<file path="src/hw/rtl/cbc_pkg.sv">
// Shared types, codes and constants of the cartridge bank controller.
// No dependencies; every other file of the block but cbc_ram refers to it by scoped names.
package cbc_pkg;

  // Field widths of the bus transaction and of its result
  localparam int unsigned CMD_W   = 2;
  localparam int unsigned ADDR_W  = 16;
  localparam int unsigned DATA_W  = 8;
  localparam int unsigned BANK_W  = 7;

  // Bank register widths
  localparam int unsigned LOW_BANK_W  = 5;
  localparam int unsigned HIGH_BANK_W = 2;
  localparam int unsigned RAM_CNT_W   = 3;

  // Cartridge RAM geometry
  localparam int unsigned MAX_RAM_BANKS  = 4;
  localparam int unsigned RAM_BANK_BYTES = 8192;
  localparam int unsigned RAM_DEPTH      = MAX_RAM_BANKS * RAM_BANK_BYTES;
  localparam int unsigned RAM_BANK_SEL_W = $clog2(MAX_RAM_BANKS);
  localparam int unsigned RAM_OFFSET_W   = $clog2(RAM_BANK_BYTES);
  localparam int unsigned RAM_ADDR_W     = $clog2(RAM_DEPTH);

  // Configuration port
  localparam int unsigned CFG_ADDR_W = 3;
  localparam int unsigned CFG_DATA_W = 32;
  localparam logic        REG_MULTICART_WIRING = 1'b0;
  localparam logic        REG_RAM_BANK_COUNT   = 1'b1;

  // Key that enables RAM when it appears in the low nibble
  localparam logic [3:0] RAM_ENABLE_KEY = 4'hA;

  typedef enum logic [CMD_W-1:0] {
    CMD_CONTROL_WRITE = 2'd0,
    CMD_ROM_QUERY     = 2'd1,
    CMD_RAM_READ      = 2'd2,
    CMD_RAM_WRITE     = 2'd3
  } cmd_e;

  // Control register select, address bits 14..13 of a write below 8000
  typedef enum logic [1:0] {
    CTRL_RAM_ENABLE = 2'd0,
    CTRL_LOW_BANK   = 2'd1,
    CTRL_HIGH_BANK  = 2'd2,
    CTRL_MODE       = 2'd3
  } ctrl_sel_e;

  typedef struct packed {
    logic                 multicart_wiring;
    logic [RAM_CNT_W-1:0] ram_bank_count;
  } cfg_t;

  typedef struct packed {
    logic [BANK_W-1:0]     rom_bank;
    logic                  ram_ok;
    logic [RAM_ADDR_W-1:0] ram_addr;
  } map_t;

endpackage

</file>
<file path="src/hw/rtl/cbc_bank_regs.sv">
// Bank control registers and address mapping: ROM bank and RAM byte index.
// Depends on cbc_pkg.
module cbc_bank_regs (
  input  logic                       clk_i,
  input  logic                       rst_ni,
  input  cbc_pkg::cfg_t              cfg_i,
  input  logic                       ctrl_wr_i,
  input  logic [cbc_pkg::ADDR_W-1:0] bus_address_i,
  input  logic [cbc_pkg::DATA_W-1:0] write_data_i,
  output cbc_pkg::map_t              map_o
);

  logic                                ram_enabled_d, ram_enabled_q;
  logic [cbc_pkg::LOW_BANK_W-1:0]      low_bank_d, low_bank_q;
  logic [cbc_pkg::HIGH_BANK_W-1:0]     high_bank_d, high_bank_q;
  logic                                banking_mode_d, banking_mode_q;
  cbc_pkg::ctrl_sel_e                  ctrl_sel;

  logic [cbc_pkg::LOW_BANK_W-1:0]      low_eff;
  logic [cbc_pkg::BANK_W-1:0]          upper;
  logic [cbc_pkg::BANK_W-1:0]          low_ext;
  logic [cbc_pkg::RAM_CNT_W-1:0]       bank_mask;
  logic [cbc_pkg::RAM_CNT_W-1:0]       ram_bank_raw;
  logic [cbc_pkg::RAM_BANK_SEL_W-1:0]  ram_bank;

  assign ctrl_sel = cbc_pkg::ctrl_sel_e'(bus_address_i[14:13]);

  // Control writes at 8000 and above fall off the register map
  always_comb begin
    ram_enabled_d  = ram_enabled_q;
    low_bank_d     = low_bank_q;
    high_bank_d    = high_bank_q;
    banking_mode_d = banking_mode_q;
    if (ctrl_wr_i && !bus_address_i[15]) begin
      case (ctrl_sel)
        cbc_pkg::CTRL_RAM_ENABLE: ram_enabled_d = (write_data_i[3:0] == cbc_pkg::RAM_ENABLE_KEY);
        cbc_pkg::CTRL_LOW_BANK:   low_bank_d    = write_data_i[cbc_pkg::LOW_BANK_W-1:0];
        cbc_pkg::CTRL_HIGH_BANK:  high_bank_d   = write_data_i[cbc_pkg::HIGH_BANK_W-1:0];
        cbc_pkg::CTRL_MODE:       banking_mode_d = write_data_i[0];
        default:                  ram_enabled_d = ram_enabled_q;
      endcase
    end
  end

  always_ff @(posedge clk_i or negedge rst_ni) begin
    if (!rst_ni) begin
      ram_enabled_q  <= 1'b0;
      low_bank_q     <= '0;
      high_bank_q    <= '0;
      banking_mode_q <= 1'b0;
    end else begin
      ram_enabled_q  <= ram_enabled_d;
      low_bank_q     <= low_bank_d;
      high_bank_q    <= high_bank_d;
      banking_mode_q <= banking_mode_d;
    end
  end

  // Substitute bank 1 for bank 0, then drop bit 4 in multicart wiring
  always_comb begin
    low_eff = (low_bank_q == '0) ? cbc_pkg::LOW_BANK_W'(1) : low_bank_q;
    if (cfg_i.multicart_wiring) begin
      low_eff[cbc_pkg::LOW_BANK_W-1] = 1'b0;
      upper = {1'b0, high_bank_q, 4'b0000};
    end else begin
      upper = {high_bank_q, 5'b00000};
    end
    low_ext = {2'b00, low_eff};
  end

  always_comb begin
    if (bus_address_i[15:14] == 2'b00) begin
      map_o.rom_bank = banking_mode_q ? upper : '0;
    end else begin
      map_o.rom_bank = upper | low_ext;
    end
  end

  // RAM bank in mode 1: high bank masked by count - 1, wrapped to the banks present; bank 0 in mode 0
  assign bank_mask    = cfg_i.ram_bank_count - cbc_pkg::RAM_CNT_W'(1);
  assign ram_bank_raw = {{(cbc_pkg::RAM_CNT_W-cbc_pkg::HIGH_BANK_W){1'b0}}, high_bank_q} & bank_mask;
  assign ram_bank     = banking_mode_q ? ram_bank_raw[cbc_pkg::RAM_BANK_SEL_W-1:0] : '0;

  assign map_o.ram_ok   = ram_enabled_q && (cfg_i.ram_bank_count != '0);
  assign map_o.ram_addr = {ram_bank, bus_address_i[cbc_pkg::RAM_OFFSET_W-1:0]};

endmodule

</file>
<file path="config.mk">
export PLATFORM = sky130hd
export DESIGN_NAME = cbc_bank_regs
export DESIGN_NICKNAME = d
export VERILOG_FILES = /design/src/hw/rtl/cbc_pkg.sv /design/src/hw/rtl/cbc_bank_regs.sv
export SDC_FILE = /design/constraint.sdc
export NUM_CORES = 1
export LEC_CHECK = 0
export BUFFER_PORTS_ARGS = -buffer_cell sky130_fd_sc_hd__buf_2
export CORE_AREA = 2 2 48 50
export DETAILED_ROUTE_END_ITERATION = 6
export DIE_AREA = 0 0 50 52
export PLACE_DENSITY = 0.78
export SETUP_SLACK_MARGIN = 0.15
export SLEW_MARGIN = 15
export SYNTH_ARGS = -nofsm -noshare
export SYNTH_HDL_FRONTEND = slang
export SYNTH_SLANG_ARGS = --single-unit
</file>
<file path="constraint.sdc">
create_clock -name clk_i -period 1.1 [get_ports clk_i]
set_clock_uncertainty 0.15 [all_clocks]
set_input_delay 0.22 -clock clk_i [delete_from_list [all_inputs] [get_ports clk_i]]
set_output_delay 0.22 -clock clk_i [all_outputs]
set_load 0.01 [all_outputs]
</file>
======== After elaboration in Yosys (flattened, before gate mapping) ========
Index checks and enable logic that the tools add are counted.
operators by class
  mux-type cells .......................... 6
  bitwise gates (word level) .............. 2
  div/mod/pow operators ................... 0
  shift operators ......................... 0
  multiply operators ...................... 0
  reduce and logical (&&, ||, !) cells .... 11
  add/sub/neg operators ................... 1
  order comparisons ....................... 0
  equality and inequality tests ........... 4
operators with widths
  operator             count
  $mux 7               3
  $reduce_and 2->1     4
  $or 7x5->7           1
  $logic_not 5->1      1
  $mux 5               1
  $eq 2x2->1 const B   2
  $eq 4x4->1 const B   1
  $logic_not 2->1      2
  $reduce_bool 3->1    1
  $and 2x2->2          1
  $eq 2x1->1 const B   1
  $logic_and 1x1->1    2
  $mux 2               1
  $sub 2x1->2 const B  1
  $logic_not 1->1      1
  $mux 1               1
word-level totals
  output and inout bits ................... 23
  word-level logic and storage cells ...... 28
  register bits after elaboration ......... 9
  bits in latches ......................... 0
  RAM bits ................................ 0
  memory bits (read-only) ................. 0
  memories ................................ 0
  bits of input ports ..................... 31

======== Logic depth before layout (Yosys ltp) ========
  word-level depth ........................ 5
  mapped depth ............................ 3

======== Worst setup path after synthesis ========
Ideal clock, no wire load.
  path kind ............................... flip-flop to output port
  from .................................... register low_bank_q[1] in the netlist's numbering
  to ...................................... output map_o[16] in the netlist's numbering
  slack ................................... -0.088 ns
  required time ........................... 0.730 ns
  stages on the path, launching flop included .. 3
  arrival time ............................ 0.818 ns
  path through ............................ dfrtp_1 -> nor4_1 -> o22a_2
RTL lines
  what                    RTL line             source
  from (decl)             cbc_bank_regs.sv:14  logic [cbc_pkg::LOW_BANK_W-1:0] low_bank_d, low_bank_q;
  from (signal assigned)  cbc_bank_regs.sv:53  low_bank_q <= low_bank_d;
  to (decl)               cbc_bank_regs.sv:10  output cbc_pkg::map_t map_o

==> impl_metrics.ini <==
[status]
outcome = finished, violations left
violations = negative setup slack

[global_route]
grt_first_pass_wirelength_mm = 2.44
grt_antenna_before_repair = 0
grt_max_degree = 10
gr-total-overflow = 0
grt_use_total_pct = 12.7
grt_pass1_vias = 561

[yosys]
yosysMostFrequentCell = buf_4
async_reset_ff_share_pct = 100
synth_edf_count = 0
synth_cells = 57
yosysSeqAreaShare_pct = 36.0
ys_seq_elements = 9
syn_area_sq_um = 626
synth_cell_types = 22
synth.avg_cell_area_sq_um = 11.0
synth_top_area_share_pct = 36.0
synthTopCellsByArea = dfrtp_1 36%, buf_4 16%, mux2_4 12%, mux2_2 7.2%, nor2b_1 3.0%
yosysWarnings = 0
syn-num-nets = 89
yosys-top-cells-count = 13 x buf_4, 9 x dfrtp_1, 5 x mux2_4
synth_top_area_cell = dfrtp_1
synth_top_flop_cell = dfrtp_1

[power]
power_density_nw_per_um2 = 1310
cellLeakagePower_uw = 0.000506
vdd_drop_max_v = 0.000512
power_uw = 1380

[setup_path]
worstSetupStartpointType = register
cpMostUsedCell = buf_6
cp.depth = 5
path_max_fanout = 2
cp_cell_sequence = buf_4, buf_6, buf_6, nor2b_4, buf_6
cpMaxStageDelayCell = dfrtp_1
crit_buf_inv = 4
endpoint_kind = primary output
worstPathRequired_ns = 0.73
critPathTopFamily = buffers and inverters
arrival_ns = 1.21
rr_worst_depth = 5
slowest_delay_ns = 0.39
worst-setup-path-type = register to primary output

[detailed_routing]
first_pass_iters = 4
drt_wl_total_mm = 1.59
vias_per_cell = 4.52
drt-initial-drc-count = 2
drcViolationCount = 0
wire_per_inst_um = 13.8
ant_nets = 0
num_vias = 520

[clock_network]
clock-sinks = 9
clock_path_buffers = 2
cts_root_buf = clkbuf_4
cts_tree = done
cts_made_buffers = 3
clkSlewWorstSetupHoldPaths_ns = 0.06
h-tree-depth = 1
clock_latency_ns = 0.25

[timing]
rsz0062_at_grt = true
fmax_mhz = 633
slew_violations = 0
relSlewSlack_pct = 78.3
fin_crit_ns = 1.58
min_period_over_period_pct = 144
setup_ws_ns = -0.480
tightest_slew_ns = 0.321
final-setup-viol-count = 15
hold_viol_final = 0

[place]
hpwl_mm = 1.23
port-buffer-count = 24
place_congestion = 0.671

[layout]
layout-drive-gt1-share_pct = 79.3
area_growth_syn_to_layout_pct = 67.2
utilization_pct = 49.7
antenna_cells = 0
nNetsFinal = 120

[floorplanning]
io_pins = 54
initial_core_util_pct = 29.7
core_area_sq_um = 2110
die_w_um = 50
die_area_sq_um = 2600
die_h_um = 52
rows = 17

[worst_hold_path]
hp-class = input pin to register
hold_depth = 2

[run]
drv_cap = 0
report_power, final:
group          leakage (uW)  total, uW  internal [uW]  switching [uW]
logic              0.000383        663            444             218
clock network     0.0000150        247            139             108
registers          0.000109        465            400            64.8
sequential cells by signal, indices dropped and copies added, names as in the netlist:
name,count
ram_enabled_q,1
high_bank_q,2
banking_mode_q,1
low_bank_q,5
layout by cell type, fill, tap and decap left out, types with 3 or more instances in the layout:
cell type,n
buf_2,15
buf_4,5
buf_6,17
clkbuf_4,3
dfrtp_1,8
inv_1,3
mux2_4,9
nor2b_4,3
logic make-up (layout without fill, tap and decap cells):
group                      count (synthesis)  in the layout  synth area share (%)
AOI/OAI and AO/OA                          3              3                  4.20
adders and majority gates                  1              1                  2.00
DFF                                        9              9                  36.0
buffers and inverters                     17             47                  18.0
muxes                                     10             10                  20.8
and+or+nand+nor                           17             17                  19.0
worst reg2reg max path, cell delays in order (launching register included):
cell,delay [ns]
dfrtp_1,0.39
buf_4,0.14
buf_6,0.10
buf_6,0.10
buf_4,0.12
mux2_4,0.25
routing by layer:
layer / GRT usage, % / share of wire (%) / up-vias
li1: - / - / 249
met1: 12.7 / 36 / 247
met2: 22.4 / 55 / 22
met3: 6.03 / 9.3 / 2
met4: 5.56 / 0.25 / 0
met5: 0 / 0 / -
final timing paths:
kind	to	startpoint	slack, ns
worst min register to register	low_bank_q[0]$_DFFE_PN0P_	low_bank_q[0]$_DFFE_PN0P_	0.37
min in group asynchronous	low_bank_q[2]$_DFFE_PN0P_	rst_ni	0.21
worst max-delay path	map_o[18]	low_bank_q[2]$_DFFE_PN0P_	-0.48
worst max register to register	low_bank_q[2]$_DFFE_PN0P_	low_bank_q[2]$_DFFE_PN0P_	-0.27
worst min-delay path	low_bank_q[4]$_DFFE_PN0P_	write_data_i[4]	0.05
max in group asynchronous	high_bank_q[1]$_DFFE_PN0P_	rst_ni	0.39
per-stage QoR:
stage                     TNS, ns  instances  hold WS, ns  cell area, sq um  setup WS, ns
after floorplan            -0.409         57       -0.226               704       -0.0692
after global placement      -3.20        104      -0.0765               822        -0.273
after detailed placement    -3.52        104      -0.0650               822        -0.297
after CTS                   -3.62        111       0.0372               958        -0.507
after global routing        -4.57        115       0.0421              1050        -0.529
final                       -3.97        115       0.0456              1050        -0.480
final cells by class:
type	instances	area (sq um)
fill	180	1060
multi-input combinational	31	409
sequential	9	226
tap	28	35.0
timing repair buffer	39	334
clock buffer	4	26.3
inverter	4	15.0
timing repair:
action | in CTS | in global routing
gates resized for setup | 20 | 11
pin swaps | 4 | 2
endpoints found under the setup margin | 19 | 19
hold buffers | 1 | 0
setup buffers | 2 | 4
hold endpoints to repair | 9 | 0
(Power assumes the default switching activity.)
