$ cat src/hw/rtl/cbc_pkg.sv
// Shared types, codes and constants of the cartridge bank controller.
// No dependencies; every other file of the block but cbc_ram refers to it by scoped names.
package cbc_pkg;

  // Field widths of the bus transaction and of its result
  localparam int unsigned CMD_W   = 2;
  localparam int unsigned ADDR_W  = 16;
  localparam int unsigned DATA_W  = 8;
  localparam int unsigned BANK_W  = 7;

  // Bank register widths
  localparam int unsigned LOW_BANK_W  = 5;
  localparam int unsigned HIGH_BANK_W = 2;
  localparam int unsigned RAM_CNT_W   = 3;

  // Cartridge RAM geometry
  localparam int unsigned MAX_RAM_BANKS  = 4;
  localparam int unsigned RAM_BANK_BYTES = 8192;
  localparam int unsigned RAM_DEPTH      = MAX_RAM_BANKS * RAM_BANK_BYTES;
  localparam int unsigned RAM_BANK_SEL_W = $clog2(MAX_RAM_BANKS);
  localparam int unsigned RAM_OFFSET_W   = $clog2(RAM_BANK_BYTES);
  localparam int unsigned RAM_ADDR_W     = $clog2(RAM_DEPTH);

  // Configuration port
  localparam int unsigned CFG_ADDR_W = 3;
  localparam int unsigned CFG_DATA_W = 32;
  localparam logic        REG_MULTICART_WIRING = 1'b0;
  localparam logic        REG_RAM_BANK_COUNT   = 1'b1;

  // Key that enables RAM when it appears in the low nibble
  localparam logic [3:0] RAM_ENABLE_KEY = 4'hA;

  typedef enum logic [CMD_W-1:0] {
    CMD_CONTROL_WRITE = 2'd0,
    CMD_ROM_QUERY     = 2'd1,
    CMD_RAM_READ      = 2'd2,
    CMD_RAM_WRITE     = 2'd3
  } cmd_e;

  // Control register select, address bits 14..13 of a write below 8000
  typedef enum logic [1:0] {
    CTRL_RAM_ENABLE = 2'd0,
    CTRL_LOW_BANK   = 2'd1,
    CTRL_HIGH_BANK  = 2'd2,
    CTRL_MODE       = 2'd3
  } ctrl_sel_e;

  typedef struct packed {
    logic                 multicart_wiring;
    logic [RAM_CNT_W-1:0] ram_bank_count;
  } cfg_t;

  typedef struct packed {
    logic [BANK_W-1:0]     rom_bank;
    logic                  ram_ok;
    logic [RAM_ADDR_W-1:0] ram_addr;
  } map_t;

endpackage

$ cat src/hw/rtl/cbc_cfg.sv
// APB-style configuration registers: multicart wiring and RAM bank count.
// Depends on cbc_pkg.
module cbc_cfg (
  input  logic                           clk_i,
  input  logic                           rst_ni,
  input  logic                           psel,
  input  logic                           penable,
  input  logic                           pwrite,
  input  logic [cbc_pkg::CFG_ADDR_W-1:0] paddr,
  input  logic [cbc_pkg::CFG_DATA_W-1:0] pwdata,
  output logic [cbc_pkg::CFG_DATA_W-1:0] prdata,
  output logic                           pready,
  output cbc_pkg::cfg_t                  cfg_o
);

  cbc_pkg::cfg_t cfg_d, cfg_q;
  logic          wr_en;
  logic          reg_sel;

  assign pready  = 1'b1;
  assign wr_en   = psel & penable & pwrite & pready;
  assign reg_sel = paddr[2];

  always_comb begin
    cfg_d = cfg_q;
    if (wr_en) begin
      if (reg_sel == cbc_pkg::REG_MULTICART_WIRING) begin
        cfg_d.multicart_wiring = pwdata[0];
      end else begin
        cfg_d.ram_bank_count = pwdata[cbc_pkg::RAM_CNT_W-1:0];
      end
    end
  end

  always_ff @(posedge clk_i or negedge rst_ni) begin
    if (!rst_ni) begin
      cfg_q <= '0;
    end else begin
      cfg_q <= cfg_d;
    end
  end

  always_comb begin
    if (reg_sel == cbc_pkg::REG_MULTICART_WIRING) begin
      prdata = {{(cbc_pkg::CFG_DATA_W-1){1'b0}}, cfg_q.multicart_wiring};
    end else begin
      prdata = {{(cbc_pkg::CFG_DATA_W-cbc_pkg::RAM_CNT_W){1'b0}}, cfg_q.ram_bank_count};
    end
  end

  assign cfg_o = cfg_q;

endmodule

$ cat config.mk
export PLATFORM = sky130hd
export DESIGN_NAME = cbc_cfg
export DESIGN_NICKNAME = d
export VERILOG_FILES = /design/src/hw/rtl/cbc_pkg.sv /design/src/hw/rtl/cbc_cfg.sv
export SDC_FILE = /design/constraint.sdc
export NUM_CORES = 1
export LEC_CHECK = 0
export BUFFER_PORTS_ARGS = -buffer_cell sky130_fd_sc_hd__clkbuf_2
export CORE_MARGIN = 10
export CORE_UTILIZATION = 27
export CTS_BUF_LIST = sky130_fd_sc_hd__clkbuf_16
export DETAILED_ROUTE_END_ITERATION = 10
export HOLD_SLACK_MARGIN = 0.05
export PLACE_DENSITY = 0.81
export SLEW_MARGIN = 20
export SYNTH_ARGS = -nofsm -noshare
export SYNTH_HDL_FRONTEND = slang
export SYNTH_SLANG_ARGS = --single-unit
$ cat constraint.sdc
create_clock -name clk_i -period 1.4 [get_ports clk_i]
set_input_delay 0 -clock clk_i [delete_from_list [all_inputs] [get_ports clk_i]]
set_output_delay 0 -clock clk_i [all_outputs]
set_load 0.02 [all_outputs]
Word-level counts from Yosys, hierarchy flattened
Index checks and enable logic that the tools add are counted.
Cells by class
  muxes and demuxes: 1
  bitwise logic cells: 3
  reduce and logical (&&, ||, !) cells: 2
Operator list (number)
  $reduce_and A2 Y1: 2
  $mux W3: 1
  $and A1 B1 Y1: 2
  $not A1 Y1: 1
Word-level totals
  bits in registers: 4
  input bits: 40
  output and inout port bits: 37
  logic and storage cells: 8

Longest topological paths before layout
Gate-level depths: netlist of the first run.
  word-level depth: 3
  gate-level depth with buffers: 2
  gate-level depth less buffers: 2

Worst setup path after synthesis of the first run
Ideal clock, no wire load.
  path type: reg-to-reg
  start point: register, netlist name cfg_o[3]
  end point: register cfg_q, in the netlist cfg_o[3]
  setup time: 0.128 ns
  arrival time: 0.740 ns
  path slack: 0.533 ns
  cell stages (with the launch flop): 2
  period minus slack after synthesis: 0.867 ns
  path through: dfrtp_1 -> mux2_1
RTL lines
  to (signal assigned): line cbc_cfg.sv:39  | cfg_q <= cfg_d;
  to (decl): line cbc_cfg.sv:16  | cbc_pkg::cfg_t cfg_d, cfg_q;

Worst setup path after layout of the first run
  start point: register cfg_q, in the netlist cfg_o[3]
  end point: output port prdata[0] (netlist bit)
Between the ends
  longest elaborated chain between the ends: 1
RTL lines
  $mux W3: line cbc_cfg.sv:44  | if (reg_sel == cbc_pkg::REG_MULTICART_WIRING) begin
  to (decl): line cbc_cfg.sv:11  | output logic [cbc_pkg::CFG_DATA_W-1:0] prdata,
Every way passes these cells.

==> results of run 1 <==
stage by stage:
step,hold slack (ns),util,total power [mW],std cells
2_1_floorplan,-0.296,-,0.379,73
3_3_place_gp,-0.190,0.266,0.377,74
3_5_place_dp,-0.190,0.266,0.380,74
4_1_cts,0.111,0.342,0.837,81
5_1_grt,0.137,0.342,0.868,81
6_report,0.116,0.342,0.832,81
power groups by stage:
stage / registers (mW) / clock network [mW] / logic, mW
floorplan: 0.191 / 0 / 0.188
global placement: 0.161 / 0 / 0.216
detailed placement: 0.163 / 0 / 0.217
CTS: 0.162 / 0.449 / 0.227
global route: 0.165 / 0.459 / 0.243
finish: 0.161 / 0.442 / 0.229
cell families after synthesis:
logic type | after synthesis | synth area share
other | 2 | 0.0177
multiplexers | 5 | 0.132
AND/OR/NAND/NOR | 4 | 0.0853
buffers and inverters | 30 | 0.529
flip-flops | 4 | 0.235
routing by layer:
metal / up-vias / global-route usage
met5: - / 0
met4: 0 / 0.0481
met3: 4 / 0.0339
met2: 31 / 0.0838
met1: 119 / 0.0386
li1: 124 / -
worst paths after layout:
kind                                 startpoint                    to  slack (ns)  cells past startpoint
setup / recovery           cfg_o[3]$_DFFE_PN0P_             prdata[0]        0.38                      2
hold / removal                           rst_ni  cfg_o[3]$_DFFE_PN0P_        0.12                      2
setup reg to reg           cfg_o[3]$_DFFE_PN0P_  cfg_o[3]$_DFFE_PN0P_        0.59                      1
hold reg to reg            cfg_o[2]$_DFFE_PN0P_  cfg_o[2]$_DFFE_PN0P_        0.51                      1
max in group asynchronous                rst_ni  cfg_o[1]$_DFFE_PN0P_        1.16                      2
min in group clk_i                      penable  cfg_o[3]$_DFFE_PN0P_        0.13                      3
layout by cell type, fill, tap and decap left out:
| cell type | synthesis | layout |
|---|---|---|
| and2_2 | 2 | 2 |
| clkbuf_16 | 0 | 3 |
| clkbuf_2 | 0 | 15 |
| conb_1 | 2 | 30 |
| dfrtp_1 | 4 | 4 |
| dlygate4sd3_1 | 0 | 4 |
| mux2_1 | 4 | 4 |
| mux2_2 | 1 | 1 |
| nand4_2 | 1 | 1 |
| nand4b_1 | 1 | 1 |
worst max-delay path, cell delays in order, from the launching register on:
cell	delay, ns
dfrtp_1	0.39
mux2_2	0.26
clkbuf_2	0.15
layout make-up:
cell class              instances  area share
well taps                      16      0.0388
repair buffers                 19       0.223
flip-flops and latches          4       0.194
clock buffers                   3       0.146
multi-input cells              39       0.398
==> results_dict.tcl, run 1 <==
set metrics [dict create \
    status "completed" \
    swShare 0.310 \
    crit_arrival_ns 1.02 \
    syn_area_um2 425 \
    synth-edff-count 0 \
    nFillCells 152 \
    dr_wl_met2_um 473 \
    clockRootBuffer "clkbuf_16" \
    place_hpwl_um 821 \
    track_usage 0.0509 \
    synth_area_leader_cell "buf_4" \
    cp_max_fo 3 \
    ys_ff_latch 4 \
    grt_max_degree 6 \
    combinationalPowerShare 0.275 \
    syn_to_final_growth_pct 21.2 \
    async_flop_share 1.00 \
    cellPowerDensity_mw_per_mm2 1610 \
    postCtsHoldBufs 4 \
    wl_met1_um 267 \
    clk_pin_slew_ns 0.03 \
    cts_num_sinks 4 \
    ir_drop_mv 1.35 \
    fin_ws_ns 0.375 \
    yosysMostFrequentCell "buf_4" \
    synth_largest_type_area_fraction 0.529 \
    finalCritPeriodShare 0.732 \
    dieHeight_um 59.7 \
    fp.dieArea_mm2 0.00356 \
    final-hold-violation-count 0 \
    p_leak_nw 0.297 \
    wl_per_cell_um 12.0 \
    htree_num_levels 1 \
    required_ns 1.40 \
    drc 0 \
    synth_area_per_cell_um2 9.45 \
    grt_pass1_vias 310 \
    ios 77 \
    wl_um 976 \
    synth_cells 45 \
    drive_gt1_frac 0.338 \
    wl_met3_um 203 \
    placedInstanceArea_um2 400 \
    pwr-share-clk 0.531 \
    rows 14 \
    post-route-min-period_ns 1.02 \
    top_layer "met4" \
    grt_pass1_wl_um 1390 \
    diodes 0 \
    antenna_found_initial 0 \
    crit_path_end_kind "output pin" \
    port_buffers 15 \
    firstDrtPassIters 3 \
    via_per_inst 3.43 \
    vias 278 \
    synth_ff_type "dfrtp_1" \
    fin_area_um2 515 \
    critPathLaunchType "register" \
    yosys-top-cells-area "buf_4 (53%), dfrtp_1 (24%), mux2_1 (11%), and2_2 (3.5%), nand4_2 (2.9%)" \
    cts-resized-gates 0 \
    die-width_um 59.7 \
    yosys_warnings 0 \
    p_int_uw 573 \
    grt_overflow_total 0 \
    dpl_worst_slack_ns 0.588 \
    cts-buffers-inserted 3 \
    clock_latency_ns 0.22 \
    globalplace.congestion 0.640 \
    ff_latch_area_um2 100 \
    clock.fmax_mhz 976 \
    tns_ns 0 \
    largest_register_ffs 4 \
    synth_common_cells "buf_4 (30), dfrtp_1 (4), mux2_1 (4), and2_2 (2), conb_1 (2)" \
    final_net_count 107 \
    max_cap_violations 0 \
    cts_tree "done" \
    initial_utilization 0.282 \
    skew_ns 0 \
    seq_area_frac_synth 0.235 \
    core_mm2 0.00151 \
    clk_path_buf_depth 2 \
    slew_viol_final 0 \
    synth_cell_types 8 \
    seq_power_share 0.194 \
    multi_input_area_um2 205 \
    drt_iter0_markers 2 \
    setup.worst_path.class "reg2out" \
    setup_viol 0 \
    post_cts_buffers 0 \
    p_switching_uw 258 \
    ant_nets 0 \
    hold_class "in2async" \
    rsz0062_at_grt "false" \
]
Note: power is estimated with default switching activity, not from simulation.
==> run 2, diff against run 1 <==
--- a/config.mk
+++ b/config.mk
@@ -5,13 +5,14 @@
 export SDC_FILE = /design/constraint.sdc
 export NUM_CORES = 1
 export LEC_CHECK = 0
+export ABC_AREA = 1
 export BUFFER_PORTS_ARGS = -buffer_cell sky130_fd_sc_hd__clkbuf_2
 export CORE_MARGIN = 10
-export CORE_UTILIZATION = 27
+export CORE_UTILIZATION = 24
 export CTS_BUF_LIST = sky130_fd_sc_hd__clkbuf_16
 export DETAILED_ROUTE_END_ITERATION = 10
 export HOLD_SLACK_MARGIN = 0.05
-export PLACE_DENSITY = 0.81
+export PLACE_DENSITY = 0.74
 export SLEW_MARGIN = 20
 export SYNTH_ARGS = -nofsm -noshare
 export SYNTH_HDL_FRONTEND = slang
==> constraint.sdc (replaced) <==
create_clock -name clk_i -period 0.84 [get_ports clk_i]
set_input_delay 0 -clock clk_i [delete_from_list [all_inputs] [get_ports clk_i]]
set_output_delay 0 -clock clk_i [all_outputs]
set_load 0.02 [all_outputs]
==> run 2 against run 1 <==
  * The run now ends with negative setup slack left
  * Area after synthesis increased by 7.6%
  * Count of clock-buffer cells in the layout did not move
  * Core utilization fell by 0.53 points
  * Setup slack worse by 0.41 ns
  * First-iteration DRC count shrank 50%
  * Via count increased by 30%
  * Largest cell class unchanged
  * Largest power group unchanged
==> results_dict.tcl, run 2 <==
set metrics [dict create \
    die-width_um 63.7 \
    p_switching_uw 444 \
    skew_ns 0 \
    critPathMaxStageDelay_ns 0.39 \
    dp.cells 99 \
    cts-buffers-inserted 3 \
    hold_class "in2reg" \
    reg2reg_depth 3 \
    drive_gt1_frac 0.274 \
    rrSetupSlack_ns 0.10 \
    violations "negative setup slack" \
    ant_nets 0 \
    crit_path_cell_trace "nand2_1 > nand2_1 > buf_6" \
    timing.rr.start "cfg_o[2]$_DFFE_PN0P_" \
    placedInstanceArea_um2 433 \
    yosysMostFrequentCell "buf_4" \
    drt_iter0_markers 1 \
    cp_top_family "flip-flops" \
    synth_area_leader_cell "buf_4" \
    yosys-top-cells-area "buf_4 (49%), dfrtp_1 (22%), nand2_1 (11%), nand3_1 (4.4%), inv_1 (3.3%)" \
    antenna_found_initial 0 \
    fin_ws_ns -0.0338 \
    yosys_warnings 0 \
    synth_ff_type "dfrtp_1" \
    post-route-min-period_ns 0.874 \
    syn_area_um2 458 \
    core_mm2 0.00176 \
    syn_to_final_growth_pct 29.8 \
    rows 15 \
    ir_drop_mv 0.782 \
    synth_area_per_cell_um2 7.39 \
    grt_pass1_wl_um 1810 \
    globalplace.congestion 0.636 \
    fp.dieArea_mm2 0.00406 \
    grt_overflow_total 0 \
    max_cap_violations 0 \
    slew_viol_final 0 \
    dpl_worst_slack_ns 0.184 \
    final_cell_mix "conb_1 (30), nand2_1 (13), clkbuf_2 (12)" \
    required_ns 0.84 \
    clock.fmax_mhz 1140 \
    crit_path_end_kind "output pin" \
    seq_area_frac_synth 0.219 \
    synth_largest_type_area_fraction 0.492 \
    cts_num_sinks 4 \
    nFillCells 186 \
    firstDrtPassIters 3 \
    cellPowerDensity_mw_per_mm2 2400 \
    wl_per_cell_um 11.0 \
    synth-edff-count 0 \
    cts_tree "done" \
    async_flop_share 1.00 \
    p_leak_nw 0.366 \
    crit_arrival_ns 0.87 \
    swShare 0.312 \
    grt_pass1_vias 405 \
    critPathLaunchType "register" \
    clockRootBuffer "clkbuf_16" \
    crit_cells 3 \
    setup.worst_path.class "reg2out" \
    port_buffers 15 \
    ios 77 \
    clk_path_buf_depth 2 \
    worstSetupEndpoint "prdata[0]" \
    initial_utilization 0.260 \
    diodes 0 \
    track_usage 0.0571 \
    clock_latency_ns 0.22 \
    status "finished with violations" \
    crit_path_frequent_cell "nand2_1" \
    final-hold-violation-count 0 \
    synth_common_cells "buf_4 (30), nand2_1 (13), dfrtp_1 (4), inv_1 (4), nand3_1 (4)" \
    final_net_count 126 \
    grt_max_degree 9 \
    synth_cell_types 10 \
    worstSetupStartpoint "cfg_o[3]$_DFFE_PN0P_" \
    dieHeight_um 63.7 \
    via_per_inst 3.31 \
    pwr-share-clk 0.514 \
    r2r-end "cfg_o[2]$_DFFE_PN0P_" \
    p_int_uw 982 \
    fin_cells 109 \
    htree_num_levels 1 \
    wl_um 1200 \
    final_common_cell "conb_1" \
    path_buf_inv 1 \
    setup_viol 3 \
    rsz0062_at_grt "true" \
    ys_ff_latch 4 \
    combinationalPowerShare 0.303 \
    cp_max_fo 3 \
    clk_pin_slew_ns 0.03 \
    largest_register_ffs 4 \
    finalCritPeriodShare 1.04 \
    vias 361 \
    seq_power_share 0.182 \
    drc 0 \
    cp_slowest_cell "dfrtp_1" \
    fin_area_um2 594 \
    place_hpwl_um 1040 \
    synth_cells 62 \
]
==> run 2: tightest hold or removal path: stages <==
cell      delay, ns
clkbuf_2       0.10
nand4_1        0.09
nand2_1        0.05
nand2_1        0.05
==> run 2: power by group through the flow <==
| stage | Sequential, mW | Clock [mW] | Combinational [mW] |
|---|---|---|---|
| 2_1_floorplan | 0.303 | 0 | 0.312 |
| 3_3_place_gp | 0.260 | 0 | 0.342 |
| 3_5_place_dp | 0.261 | 0 | 0.347 |
| 4_1_cts | 0.259 | 0.745 | 0.378 |
| 5_1_grt | 0.264 | 0.770 | 0.467 |
| 6_report | 0.260 | 0.733 | 0.433 |
==> run 2: cell type report <==
class | count | area (um^2) | area share
clock buffers | 3 | 75.1 | 0.126
inverters | 4 | 15.0 | 0.0253
multi-input cells | 51 | 211 | 0.356
flip-flops and latches | 4 | 100 | 0.168
well taps | 25 | 31.3 | 0.0526
repair buffers | 22 | 161 | 0.272
==> run 2: worst min-delay path by stage <==
stage / slack (ns) / depth (start not counted) / startpoint / to
finish: 0.10 / 4 / pwrite / cfg_o[3]$_DFFE_PN0P_
global route: 0.12 / 2 / rst_ni / cfg_o[2]$_DFFE_PN0P_
CTS: 0.1 / 4 / pwrite / cfg_o[3]$_DFFE_PN0P_
detailed placement: -0.19 / 1 / rst_ni / cfg_o[3]$_DFFE_PN0P_
global placement: -0.19 / 1 / rst_ni / cfg_o[3]$_DFFE_PN0P_
floorplan: -0.30 / 0 / rst_ni / cfg_o[0]$_DFFE_PN0P_
==> run 2: layer usage <==
| layer | vias to the layer above | global-route usage | part of all wire |
|---|---|---|---|
| met2 | 20 | 0.106 | 0.58 |
| met4 | 0 | 0.0328 | 0 |
| met5 | - | 0 | 0 |
| met3 | 0 | 0.0459 | 0.12 |
| li1 | 173 | - | - |
| met1 | 168 | 0.0382 | 0.30 |
==> run 2: cells by family (layout without fill, tap and decap cells) <==
| group | count (synthesis) | after routing | synth area share |
|---|---|---|---|
| buffers and inverters | 35 | 29 | 0.549 |
| AND/OR/NAND/NOR | 21 | 21 | 0.216 |
| flip-flops | 4 | 4 | 0.219 |
| other | 2 | 30 | 0.0164 |
==> run 2: timing repair <==
action	in CTS	in global routing
setup buffers	0	3
endpoints found under the hold margin	8	0
endpoints found under the setup margin	3	3
gates resized for setup	4	3
pin swaps	2	2
hold buffers	4	0
==> run 2: through the flow <==
stage / utilization / setup TNS [ns] / hold WS (ns) / power, mW
5_1_grt: 0.337 / -0.152 / 0.122 / 1.50
4_1_cts: 0.321 / -0.0913 / 0.0997 / 1.38
2_1_floorplan: - / 0 / -0.296 / 0.615
3_3_place_gp: 0.245 / 0 / -0.190 / 0.602
6_report: 0.337 / -0.0570 / 0.103 / 1.43
3_5_place_dp: 0.245 / 0 / -0.189 / 0.608
==> run 3, diff against run 2 <==
--- a/config.mk
+++ b/config.mk
@@ -8,11 +8,11 @@
 export ABC_AREA = 1
 export BUFFER_PORTS_ARGS = -buffer_cell sky130_fd_sc_hd__clkbuf_2
 export CORE_MARGIN = 10
-export CORE_UTILIZATION = 24
+export CORE_UTILIZATION = 27
 export CTS_BUF_LIST = sky130_fd_sc_hd__clkbuf_16
 export DETAILED_ROUTE_END_ITERATION = 10
 export HOLD_SLACK_MARGIN = 0.05
-export PLACE_DENSITY = 0.74
+export PLACE_DENSITY = 0.78
 export SLEW_MARGIN = 20
 export SYNTH_ARGS = -nofsm -noshare
 export SYNTH_HDL_FRONTEND = slang
==> constraint.sdc (replaced) <==
create_clock -name clk_i -period 0.9 [get_ports clk_i]
set_input_delay 0 -clock clk_i [delete_from_list [all_inputs] [get_ports clk_i]]
set_output_delay 0 -clock clk_i [all_outputs]
set_load 0.02 [all_outputs]
==> run 3 against run 2 <==
  * Flip-flop and latch count did not move
  * The flow still finishes with violations (negative setup slack)
  * Critical path type unchanged
  * Sequential share of layout area increased by 1.2 points
  * Non-clock buffer count decreased by 2
==> results_dict.tcl, run 3 (same netlist as run 2, synthesis figures left out) <==
set metrics [dict create \
    status "finished with violations" \
    violations "negative setup slack" \
    crit_path_end_kind "output pin" \
    grt_overflow_total 0 \
    clockRootBuffer "clkbuf_16" \
    p_leak_nw 0.353 \
    port_buffers 15 \
    globalplace.congestion 0.621 \
    wl_um 1160 \
    crit_arrival_ns 0.90 \
    rows 14 \
    rsz0062_at_grt "true" \
    drive_gt1_frac 0.256 \
    track_usage 0.0609 \
    swShare 0.309 \
    cellPowerDensity_mw_per_mm2 2310 \
    fp.dieArea_mm2 0.00374 \
    cp_max_fo 3 \
    drc 0 \
    syn_to_final_growth_pct 21.3 \
    seq_power_share 0.189 \
    largest_register_ffs 4 \
    setup.worst_path.class "reg2out" \
    max_cap_violations 0 \
    diodes 0 \
    fin_util 0.356 \
    skew_ns 0 \
    via_per_inst 3.49 \
    ios 77 \
    p_int_uw 887 \
    clk_path_buf_depth 2 \
    grt_max_degree 9 \
    critPathLaunchType "register" \
    core_mm2 0.00156 \
    final_cell_mix "conb_1 (30), nand2_1 (13), clkbuf_2 (12)" \
    grt_pass1_wl_um 1570 \
    final-hold-violation-count 0 \
    ant_nets 0 \
    pwr-share-clk 0.524 \
    vias 342 \
    clock.fmax_mhz 1110 \
    reg2reg_depth 3 \
    cts_num_sinks 4 \
    cts-buffers-inserted 3 \
    die-width_um 61.2 \
    grt_pass1_vias 335 \
    holdPathStages 4 \
    report.power.total_mw 1.28 \
    antenna_found_initial 0 \
    wl_per_cell_um 11.8 \
    slew_viol_final 0 \
    place_hpwl_um 1030 \
    clk_pin_slew_ns 0.03 \
    clock_latency_ns 0.22 \
    required_ns 0.90 \
    firstDrtPassIters 4 \
    cts_tree "done" \
    setup_viol 1 \
    dieHeight_um 61.2 \
    initial_utilization 0.294 \
    combinationalPowerShare 0.287 \
    drt_iter0_markers 7 \
    htree_num_levels 1 \
    final_net_count 124 \
    hold_class "in2reg" \
    finalCritPeriodShare 1.00 \
    fin_ws_ns -0.00228 \
    p_switching_uw 398 \
    post-route-min-period_ns 0.902 \
    final_common_cell "conb_1" \
    ir_drop_mv 1.16 \
]
-- run 3: cell types whose count changed in the layout (fill, tap and decap cells not counted), sizes merged --
cell    before  now
clkbuf      17   16
buf          4    3
-- run 3: final timing paths --
path / slack [ns] / start / endpoint
worst max-delay path: -0.002 / cfg_o[3]$_DFFE_PN0P_ / prdata[0]
worst min-delay path: 0.11 / pwrite / cfg_o[3]$_DFFE_PN0P_
worst max register to register: 0.15 / cfg_o[2]$_DFFE_PN0P_ / cfg_o[2]$_DFFE_PN0P_
worst min register to register: 0.49 / cfg_o[1]$_DFFE_PN0P_ / cfg_o[1]$_DFFE_PN0P_
max in group asynchronous: 0.65 / rst_ni / cfg_o[1]$_DFFE_PN0P_
min in group asynchronous: 0.13 / rst_ni / cfg_o[3]$_DFFE_PN0P_
-- run 3: timing repair --
action | 4_1_cts | 5_1_grt
setup endpoints to repair | 1 | 3
setup buffers | 0 | 1
hold buffers | 4 | 0
hold endpoints to repair | 8 | 0
pin swaps | 1 | 0
gates resized for setup | 2 | 3
-- run 3: metrics by stage --
| step | hold slack, ns | worst slack (ns) | instance area, um^2 | instances | setup TNS (ns) |
|---|---|---|---|---|---|
| floorplan | -0.296 | 0.211 | 563 | 90 | 0 |
| global placement | -0.191 | 0.265 | 422 | 90 | 0 |
| detailed placement | -0.190 | 0.220 | 422 | 90 | 0 |
| CTS | 0.106 | -0.0104 | 546 | 97 | -0.0104 |
| global route | 0.139 | -0.0275 | 556 | 98 | -0.0319 |
| finish | 0.112 | -0.00228 | 556 | 98 | -0.00228 |
-- run 3: power groups by stage --
stage,clock [mW],combinational [mW],sequential (mW)
floorplan,0,0.291,0.282
global placement,0,0.319,0.242
detailed placement,0,0.324,0.245
CTS,0.685,0.354,0.243
global route,0.712,0.398,0.247
finish,0.674,0.369,0.242
-- run 3: area by class of cell --
class                   instances  area (um^2)
repair buffers                 20          134
inverters                       4         15.0
clock buffers                   3         75.1
fillers                       180         1000
multi-input cells              51          211
well taps                      16         20.0
flip-flops and latches          4          100
-- run 3: critical path: stages (launching register included) --
cell	delay [ns]
dfrtp_1	0.39
nand2_1	0.08
nand2_1	0.06
clkbuf_8	0.15
-- run 3: per-layer routing --
metal | share of wire | GRT usage
met2 | 0.61 | 0.115
met5 | 0 | 0
met4 | 0 | 0.0391
met1 | 0.24 | 0.0408
met3 | 0.15 | 0.0432
